### src/ipc_pkg.sv
package ipc_pkg;

    localparam int MAX_LEN_DEF = 32;

    localparam logic [7:0] CH_PLUS  = 8'h2B;
    localparam logic [7:0] CH_MINUS = 8'h2D;
    localparam logic [7:0] CH_MUL   = 8'h2A;
    localparam logic [7:0] CH_DIV   = 8'h2F;
    localparam logic [7:0] CH_POW   = 8'h5E;
    localparam logic [7:0] CH_LPAR  = 8'h28;
    localparam logic [7:0] CH_RPAR  = 8'h29;

    // precedence levels
    localparam logic [3:0] IP_ADD  = 4'd2;
    localparam logic [3:0] IP_MUL  = 4'd4;
    localparam logic [3:0] IP_POW  = 4'd5;
    localparam logic [3:0] IP_OPND = 4'd7;
    localparam logic [3:0] IP_RPAR = 4'd9;
    localparam logic [3:0] IP_LPAR = 4'd0;
    localparam logic [3:0] SP_ADD  = 4'd1;
    localparam logic [3:0] SP_MUL  = 4'd3;
    localparam logic [3:0] SP_POW  = 4'd6;
    localparam logic [3:0] SP_OPND = 4'd8;
    localparam logic [3:0] SP_OTHER = 4'd0;

    typedef enum logic [3:0] {
        S_LOAD,
        S_INIT,
        S_NEXT,
        S_LATCH,
        S_CMP,
        S_POP,
        S_POPNX,
        S_ERD,
        S_EOUT,
        S_ERR
    } t_state;

    // result of one compare of scanned character against stack top
    typedef struct packed {
        logic bad;  // character not in the table
        logic lt;   // input precedence below stack precedence
        logic eq;   // precedences equal
    } t_cmp;

    function automatic logic is_operand(input logic [7:0] c);
        return (c inside {[8'h61:8'h7A], [8'h41:8'h5A], [8'h30:8'h39]});
    endfunction

    function automatic logic is_operator(input logic [7:0] c);
        return (c == CH_PLUS || c == CH_MINUS || c == CH_MUL || c == CH_DIV || c == CH_POW);
    endfunction

    function automatic logic in_table(input logic [7:0] c);
        return is_operator(c) || is_operand(c) || c == CH_LPAR || c == CH_RPAR;
    endfunction

    function automatic logic [3:0] input_prec(input logic [7:0] c);
        logic [3:0] p;
        p = IP_LPAR;
        if (c == CH_PLUS || c == CH_MINUS)    p = IP_ADD;
        else if (c == CH_MUL || c == CH_DIV)  p = IP_MUL;
        else if (c == CH_POW)                 p = IP_POW;
        else if (is_operand(c))               p = IP_OPND;
        else if (c == CH_RPAR)                p = IP_RPAR;
        return p;
    endfunction

    function automatic logic [3:0] stack_prec(input logic [7:0] c);
        logic [3:0] p;
        p = SP_OTHER;
        if (c == CH_PLUS || c == CH_MINUS)    p = SP_ADD;
        else if (c == CH_MUL || c == CH_DIV)  p = SP_MUL;
        else if (c == CH_POW)                 p = SP_POW;
        else if (is_operand(c))               p = SP_OPND;
        return p;
    endfunction

    // operand +1, operator -1, else 0
    function automatic logic signed [1:0] symbol_rank(input logic [7:0] c);
        logic signed [1:0] r;
        r = 2'sd0;
        if (is_operator(c))     r = -2'sd1;
        else if (is_operand(c)) r = 2'sd1;
        return r;
    endfunction

endpackage

### src/ipc_ram.sv
module ipc_ram #(
    parameter int DEPTH = ipc_pkg::MAX_LEN_DEF,
    parameter int WIDTH = 8
) (
    input  logic                     i_clk,
    input  logic                     i_we,
    input  logic [$clog2(DEPTH)-1:0] i_waddr,
    input  logic [WIDTH-1:0]         i_wdata,
    input  logic                     i_re,
    input  logic [$clog2(DEPTH)-1:0] i_raddr,
    output logic [WIDTH-1:0]         o_rdata
);

    logic [WIDTH-1:0] r_mem [DEPTH];
    logic [WIDTH-1:0] r_rdata;

    always_ff @(posedge i_clk) begin
        if (i_we) begin
            r_mem[i_waddr] <= i_wdata;
        end
        if (i_re) begin
            r_rdata <= r_mem[i_raddr];
        end
    end

    assign o_rdata = r_rdata;

endmodule

### src/ipc_prec.sv
module ipc_prec (
    input  logic [7:0]   i_ch,
    input  logic [7:0]   i_top,
    output ipc_pkg::t_cmp o_cmp
);

    logic [3:0] ip;
    logic [3:0] sp;

    always_comb begin
        ip = ipc_pkg::input_prec(i_ch);
        sp = ipc_pkg::stack_prec(i_top);
        o_cmp.bad = !ipc_pkg::in_table(i_ch);
        o_cmp.lt  = (ip < sp);
        o_cmp.eq  = (ip == sp);
    end

endmodule

### src/infix_to_prefix_converter.sv
// Channel   | Direction | Handshake                  | Payload
// ----------+-----------+----------------------------+----------------------------------
// input     | in        | i_in_valid / o_in_ready    | i_symbol[7:0], i_last
// result    | out       | o_out_valid / i_out_ready  | o_symbol_res[7:0], o_last_res,
//           |           |                            | o_invalid
//
// Characters load one per cycle while the block waits for the last one.
// After the last character the sequencer scans the buffer right to left
// through one precedence compare unit: each character is read from the buffer,
// latched and compared; a stack pop adds a stack read and a new compare, and a
// cancelled parenthesis pair adds a stack read (stack memory has a registered
// read); each result is then read from the output store and its request held.
// o_in_ready is low from the last character until the final result is taken.
// Reset is synchronous, active low; no memory clearing is needed.
// A stalled result simply holds; the sequencer waits in place.
module infix_to_prefix_converter #(
    parameter int MAX_LEN = ipc_pkg::MAX_LEN_DEF
) (
    input  logic       i_clk,
    input  logic       i_rst_n,
    input  logic       i_in_valid,
    output logic       o_in_ready,
    input  logic [7:0] i_symbol,
    input  logic       i_last,
    output logic       o_out_valid,
    input  logic       i_out_ready,
    output logic [7:0] o_symbol_res,
    output logic       o_last_res,
    output logic       o_invalid
);

    localparam int STACK_SIZE = MAX_LEN + 2;
    localparam int CW  = $clog2(MAX_LEN + 1);     // counts 0..MAX_LEN
    localparam int AW  = $clog2(MAX_LEN);         // buffer index
    localparam int SDW = $clog2(STACK_SIZE + 1);  // stack depth 0..STACK_SIZE
    localparam int SAW = $clog2(STACK_SIZE);      // stack index
    localparam int RW  = CW + 1;                  // signed rank

    ipc_pkg::t_state r_state, n_state;

    logic [CW-1:0]        r_icnt, n_icnt;   // buffered characters
    logic                 r_ovf, n_ovf;     // character dropped on full buffer
    logic [CW-1:0]        r_idx, n_idx;     // characters left to scan
    logic                 r_paren, n_paren; // implicit leading '(' already placed
    logic [7:0]           r_ch, n_ch;       // character being placed
    logic [7:0]           r_top, n_top;     // cached top of stack
    logic [SDW-1:0]       r_depth, n_depth;
    logic [CW-1:0]        r_ocnt, n_ocnt;
    logic signed [RW-1:0] r_rank, n_rank;
    logic [AW-1:0]        r_k, n_k;         // output store read pointer

    // memory ports
    logic           in_we, in_re;
    logic [7:0]     in_rdata;
    logic           st_we, st_re;
    logic [7:0]     st_rdata;
    logic           out_we, out_re;
    logic [7:0]     out_rdata;

    logic [CW-1:0]  idx_m1;
    logic [CW-1:0]  ocnt_m1;
    logic [SDW-1:0] depth_m1;
    logic [SDW-1:0] depth_m2;
    logic signed [1:0] top_rank;

    ipc_pkg::t_cmp cmp;

    assign idx_m1   = r_idx - CW'(1);
    assign ocnt_m1  = r_ocnt - CW'(1);
    assign depth_m1 = r_depth - SDW'(1);
    assign depth_m2 = r_depth - SDW'(2);
    assign top_rank = ipc_pkg::symbol_rank(r_top);

    ipc_ram #(.DEPTH(MAX_LEN), .WIDTH(8)) u_infix (
        .i_clk   (i_clk),
        .i_we    (in_we),
        .i_waddr (r_icnt[AW-1:0]),
        .i_wdata (i_symbol),
        .i_re    (in_re),
        .i_raddr (idx_m1[AW-1:0]),
        .o_rdata (in_rdata)
    );

    // stack memory holds every entry but the top, which lives in r_top
    ipc_ram #(.DEPTH(STACK_SIZE), .WIDTH(8)) u_stack (
        .i_clk   (i_clk),
        .i_we    (st_we),
        .i_waddr (depth_m1[SAW-1:0]),
        .i_wdata (r_top),
        .i_re    (st_re),
        .i_raddr (depth_m2[SAW-1:0]),
        .o_rdata (st_rdata)
    );

    ipc_ram #(.DEPTH(MAX_LEN), .WIDTH(8)) u_out (
        .i_clk   (i_clk),
        .i_we    (out_we),
        .i_waddr (r_ocnt[AW-1:0]),
        .i_wdata (r_top),
        .i_re    (out_re),
        .i_raddr (r_k),
        .o_rdata (out_rdata)
    );

    ipc_prec u_prec (
        .i_ch  (r_ch),
        .i_top (r_top),
        .o_cmp (cmp)
    );

    always_ff @(posedge i_clk) begin
        if (!i_rst_n) begin
            r_state <= ipc_pkg::S_LOAD;
            r_icnt  <= '0;
            r_ovf   <= 1'b0;
            r_idx   <= '0;
            r_paren <= 1'b0;
            r_depth <= '0;
            r_ocnt  <= '0;
            r_rank  <= '0;
            r_k     <= '0;
        end else begin
            r_state <= n_state;
            r_icnt  <= n_icnt;
            r_ovf   <= n_ovf;
            r_idx   <= n_idx;
            r_paren <= n_paren;
            r_depth <= n_depth;
            r_ocnt  <= n_ocnt;
            r_rank  <= n_rank;
            r_k     <= n_k;
        end
        r_ch  <= n_ch;
        r_top <= n_top;
    end

    always_comb begin
        n_state = r_state;
        n_icnt  = r_icnt;
        n_ovf   = r_ovf;
        n_idx   = r_idx;
        n_paren = r_paren;
        n_ch    = r_ch;
        n_top   = r_top;
        n_depth = r_depth;
        n_ocnt  = r_ocnt;
        n_rank  = r_rank;
        n_k     = r_k;
        in_we   = 1'b0;
        in_re   = 1'b0;
        st_we   = 1'b0;
        st_re   = 1'b0;
        out_we  = 1'b0;
        out_re  = 1'b0;

        case (r_state)
            ipc_pkg::S_LOAD: begin
                if (i_in_valid) begin
                    if (r_icnt < CW'(MAX_LEN)) begin
                        in_we  = 1'b1;
                        n_icnt = r_icnt + CW'(1);
                    end else begin
                        n_ovf = 1'b1;
                    end
                    if (i_last) begin
                        n_state = ipc_pkg::S_INIT;
                    end
                end
            end
            ipc_pkg::S_INIT: begin
                // implicit ')' at the bottom of the stack
                n_depth = SDW'(1);
                n_top   = ipc_pkg::CH_RPAR;
                n_ocnt  = '0;
                n_rank  = '0;
                n_idx   = r_icnt;
                n_paren = 1'b0;
                n_state = r_ovf ? ipc_pkg::S_ERR : ipc_pkg::S_NEXT;
            end
            ipc_pkg::S_NEXT: begin
                if (r_idx != '0) begin
                    in_re   = 1'b1;
                    n_idx   = idx_m1;
                    n_state = ipc_pkg::S_LATCH;
                end else if (!r_paren) begin
                    // implicit '(' in front of the expression
                    n_ch    = ipc_pkg::CH_LPAR;
                    n_paren = 1'b1;
                    n_state = ipc_pkg::S_CMP;
                end else if (r_depth == '0 && r_rank == RW'(1)) begin
                    n_k     = ocnt_m1[AW-1:0];
                    n_state = ipc_pkg::S_ERD;
                end else begin
                    n_state = ipc_pkg::S_ERR;
                end
            end
            ipc_pkg::S_LATCH: begin
                n_ch    = in_rdata;
                n_state = ipc_pkg::S_CMP;
            end
            ipc_pkg::S_CMP: begin
                if (cmp.bad || r_depth == '0) begin
                    n_state = ipc_pkg::S_ERR;
                end else if (cmp.lt) begin
                    // pop top to output store, compare again
                    if (r_ocnt >= CW'(MAX_LEN)) begin
                        n_state = ipc_pkg::S_ERR;
                    end else begin
                        out_we  = 1'b1;
                        n_ocnt  = r_ocnt + CW'(1);
                        n_rank  = r_rank + RW'(top_rank);
                        n_depth = depth_m1;
                        if (r_depth > SDW'(1)) begin
                            st_re   = 1'b1;
                            n_state = ipc_pkg::S_POP;
                        end
                    end
                end else if (!cmp.eq) begin
                    if (r_depth >= SDW'(STACK_SIZE)) begin
                        n_state = ipc_pkg::S_ERR;
                    end else begin
                        st_we   = 1'b1;
                        n_top   = r_ch;
                        n_depth = r_depth + SDW'(1);
                        n_state = ipc_pkg::S_NEXT;
                    end
                end else begin
                    // matching parenthesis: drop it
                    n_depth = depth_m1;
                    if (r_depth > SDW'(1)) begin
                        st_re   = 1'b1;
                        n_state = ipc_pkg::S_POPNX;
                    end else begin
                        n_state = ipc_pkg::S_NEXT;
                    end
                end
            end
            ipc_pkg::S_POP: begin
                n_top   = st_rdata;
                n_state = ipc_pkg::S_CMP;
            end
            ipc_pkg::S_POPNX: begin
                n_top   = st_rdata;
                n_state = ipc_pkg::S_NEXT;
            end
            ipc_pkg::S_ERD: begin
                out_re  = 1'b1;
                n_state = ipc_pkg::S_EOUT;
            end
            ipc_pkg::S_EOUT: begin
                if (i_out_ready) begin
                    if (r_k == '0) begin
                        n_icnt  = '0;
                        n_ovf   = 1'b0;
                        n_state = ipc_pkg::S_LOAD;
                    end else begin
                        n_k     = r_k - AW'(1);
                        n_state = ipc_pkg::S_ERD;
                    end
                end
            end
            ipc_pkg::S_ERR: begin
                if (i_out_ready) begin
                    n_icnt  = '0;
                    n_ovf   = 1'b0;
                    n_state = ipc_pkg::S_LOAD;
                end
            end
            default: begin
                n_state = ipc_pkg::S_LOAD;
            end
        endcase
    end

    assign o_in_ready   = (r_state == ipc_pkg::S_LOAD);
    assign o_out_valid  = (r_state == ipc_pkg::S_EOUT) || (r_state == ipc_pkg::S_ERR);
    assign o_invalid    = (r_state == ipc_pkg::S_ERR);
    assign o_symbol_res = o_invalid ? 8'h00 : out_rdata;
    assign o_last_res   = o_invalid || (r_k == '0);

    a_err_form: assert property (@(posedge i_clk) disable iff (!i_rst_n)
        (o_out_valid && o_invalid) |-> (o_last_res && o_symbol_res == 8'h00))
        else $error("error request malformed");

    a_icnt_bound: assert property (@(posedge i_clk) disable iff (!i_rst_n)
        r_icnt <= CW'(MAX_LEN))
        else $error("buffer count past capacity");

    a_depth_bound: assert property (@(posedge i_clk) disable iff (!i_rst_n)
        r_depth <= SDW'(STACK_SIZE))
        else $error("stack depth past capacity");

    a_done_ready: assert property (@(posedge i_clk) disable iff (!i_rst_n)
        (o_out_valid && i_out_ready && o_last_res) |=> (o_in_ready && !o_out_valid))
        else $error("not back to loading after final result");

    a_no_overlap: assert property (@(posedge i_clk) disable iff (!i_rst_n)
        o_in_ready |-> (!o_out_valid && r_ocnt <= CW'(MAX_LEN)))
        else $error("loading while results pending");

endmodule
### config.mk
export PLATFORM = sky130hd
export DESIGN_NAME = infix_to_prefix_converter
export DESIGN_NICKNAME = d
export VERILOG_FILES = /design/src/ipc_pkg.sv /design/src/ipc_ram.sv /design/src/ipc_prec.sv /design/src/infix_to_prefix_converter.sv
export SDC_FILE = /design/constraint.sdc
export NUM_CORES = 1
export LEC_CHECK = 0
export BUFFER_PORTS_ARGS = -buffer_cell sky130_fd_sc_hd__buf_4
export CELL_PAD_IN_SITES_DETAIL_PLACEMENT = 0
export CELL_PAD_IN_SITES_GLOBAL_PLACEMENT = 1
export CORE_ASPECT_RATIO = 0.9
export CORE_MARGIN = 1
export CORE_UTILIZATION = 50
export DETAILED_ROUTE_END_ITERATION = 16
export PLACE_DENSITY = 0.85
export SYNTH_ARGS = -nofsm -noshare
export SYNTH_HDL_FRONTEND = slang
export SYNTH_SLANG_ARGS = --single-unit
### constraint.sdc
create_clock -name i_clk -period 4.6 [get_ports i_clk]
set_clock_uncertainty 0.1 [all_clocks]
set_input_delay 0.46 -clock i_clk [delete_from_list [all_inputs] [get_ports i_clk]]
set_output_delay 0.46 -clock i_clk [all_outputs]
set_load 0.01 [all_outputs]
==> reports/summary.txt <==
number of failing setup endpoints in the final timing report: 0
Layout Utilization: 57.1%
maximum vdd ir drop: 0.366 mV
switching power: 0.00366 W
initial antenna violation count: 2
number of hold violations in the final report: 0
Synth Area in Compound Gates: 3.44%
part of the power in registers: 52.4%
cell area after placement: 0.0373 mm²
per-cell via count in the routed design: 6.17
Max Fclk: 241 MHz
number of filler cells placed in the layout: 5023
Final HPWL DP: 48900 µm
CTS Hold Buffers Added: 0
reported leakage power: 12.4 nW
CTS buffer count: 84
TritonCTS clock tree: done
Warnings, synthesis: 0
power density normalized to cell area: 416 mW/mm²
share of synthesized area occupied by flip-flops and latches: 72.1%
Final TNS setup: 0 ps
proportion of total power due to net switching: 22.0%
Core Region: 0.0701 mm²
worst slack at placement: 522 ps
via count of the first global-routing pass: 18600
library cell contributing the largest single delay on the critical path: o2111ai_2
number of library cell types mapped by synthesis: 77
WL per Instance: 26.2 µm
post-route cell area: 0.0400 mm²
Crit path top cell by count: buf_4
worst relative slew slack: 32.7%
critical path, cell by cell: o21ai_0 -> a21oi_1 -> a311oi_2 -> buf_4 -> a41o_2 -> ha_1 -> o21ai_0 -> a21oi_1 -> buf_4 -> nor3_1 -> o2111ai_2 -> nor2_1 -> buf_4
Post-Route Hold Slack: 110 ps
Final WS setup: 446 ps
xor-xnor portion of the synthesized cell area: 0.543%
portion of the clock cycle consumed by the worst path in the final layout: 90.3%
# port buffers: 24
minimum clock period after layout: 4150 ps
Clock transition at path regs: 60 ps
post-synthesis instance total: 1877
sink count of the clock tree: 866
Mapped Avg Cell Area: 18.9 µm²
startpoint types: register
highest fanout seen on the critical path: 10
routed wire length: 78800 µm
number of design-rule violations left by the first detailed-router iteration: 1925
net count after synthesis: 1919
routability congestion estimate from global placement: 0.845
crit-path max cell delay: 590 ps
Initial Util: 50.6%
required time at the worst-slack endpoint: 4850 ps
Chip Width: 283 µm
Mapped Area: 0.0355 mm²
I/O pins: 25
flip-flop and latch count after synthesis: 866
Layout Area Growth over Synthesis: 12.8%
post-synthesis share of cell area spent on full adders, half adders and majority gates: 1.04%
commonest cells after routing, fill and taps aside: edfxtp_1 (824), mux4_2 (240), nor2_1 (153), buf_4 (121), clkbuf_16 (85)
number of enable-type register cells in the synthesized netlist: 824
internal power consumption: 0.0130 W
full die area: 0.0720 mm²
Root Buffer: clkbuf_16
remaining global-route overflow: 0
max-slew violation count: 0
setup repair after global routing missed its margin: false
type of the tightest min-delay check: input pin to register
post-route antenna net violation count: 0
number of maximum-capacitance violations: 0
cell count of the worst hold path: 2
remaining routing DRC violations: 0
worst-skew pair later-pin latency: 640 ps
post-cts sizing count: 0
commonest non-fill, non-tap cell in the layout: edfxtp_1
ratio of cells with drive above 1 in the final layout: 26.4%
via total after detailed routing: 18500
setup repair bufs after CTS: 0
share of synthesized cell area in and, or, nand and nor gates: 5.34%
layout net count: 2035
critical path data arrival time: 4400 ps
maximum number of buffers from clock root to sink: 3
maximum number of pins on one net before global-route repair: 69
Post-synth ARST share: 0%
maximum level of the CTS H-tree: 3
Total Routing Usage GR: 22.6%
depth of the worst register-to-register path: 13
main combinational cell family by area after synthesis: multiplexers
dominant synthesized flop cell: edfxtp_1
Die H: 255 µm
Combinational Power Share: 6.5%
global-route wire length before repair: 120000 µm
count of TritonRoute iterations in the first routing pass: 6
transition at the pin with the smallest max-transition slack: 1010 ps
number of placement rows: 92
endpoint class of the critical path: register
WS Path Type: register to register
outcome: completed
mux cell area share after synthesis: 16.2%
clock network power share: 41.1%
## final cells by class
type                       instances  area (µm²)  area share [%]
antenna                            1        2.50         0.00625
clock buffer                     100        2180            5.45
clock inverter                    55         558            1.39
inverter                          24        90.1           0.225
multi-input combinational        892        9440            23.6
sequential                       866       25600            63.9
tap                              940        1180            2.94
timing repair buffer             125         988            2.47
## worst max-delay path, delay by kind of cell (launching register included)
kind                     cells  cell delay (ps)
flip-flops                   1              510
adder cells (fa/ha/maj)      1              280
buffers and inverters        3              590
AO/OA/AOI/OAI                7             1670
AND/OR/NAND/NOR              2              700
## stage by stage
step / power [W] / std cells
CTS: 0.0167 / 3002
floorplan: 0.00959 / 1877
global route: 0.0171 / 3002
finish: 0.0167 / 3003
detailed placement: 0.00998 / 2847
global placement: 0.00995 / 2847
## state kept, by name (all words and copies together) (netlist names)
signal / flops
r_depth: 6
r_icnt: 6
r_paren: 1
u_stack.r_mem: 272
u_stack.o_rdata: 8
r_ovf: 1
r_k: 5
u_out.o_rdata: 8
r_ch: 8
r_rank: 7
r_top: 8
u_out.r_mem: 256
u_infix.o_rdata: 8
u_infix.r_mem: 256
r_state: 4
r_ocnt: 6
r_idx: 6
## cells by family after synthesis
kind of cell | count (synthesis)
buffers and inverters | 119
adder cells (fa/ha/maj) | 29
AND/OR/NAND/NOR | 388
flip-flops | 866
AO/OA/AOI/OAI | 183
XOR/XNOR | 22
multiplexers | 270
## final timing paths
| path | from | to | slack, ps |
|---|---|---|---|
| max | r_ch[2] | u_out.r_mem[31][3] | 450 |
| min reg2reg | r_paren | r_paren | 400 |
| max reg2reg | r_ch[2] | u_out.r_mem[31][3] | 450 |
| min | i_rst_n | r_k[2] | 110 |
## routing by layer
layer  wire [µm]  GRT usage (%)  vias to the layer above
li1            -              -                     7891
met1       32900           32.2                     9712
met2       38700           36.4                      811
met3        5490           3.93                      120
met4        1760           6.12                        2
met5          13              0                        -
## power groups by stage
stage	Combinational (W)	Sequential, W	Clock, W
after floorplan	0.000677	0.00891	0
after global placement	0.00105	0.00889	0
after detailed placement	0.00108	0.00890	0
after CTS	0.00108	0.00873	0.00693
after global routing	0.00115	0.00873	0.00724
final	0.00108	0.00873	0.00684
## Yosys cell counts (20+ instances only)
library cell    n  area (µm²)
a21oi_1        56         280
buf_1          22        82.6
edfxtp_1      824       24700
nor2_1        153         574
nor2b_1        23         144
dfxtp_1        42         841
nor3_1         32         160
nand4_1        21         131
nand2_1        59         221
inv_1          23        86.3
mux4_2        240        5410
mux2_2         20         225
o21ai_0        34         170
clkbuf_1       56         210
ha_1           28         350
Note: power is estimated with default switching activity, not from simulation.
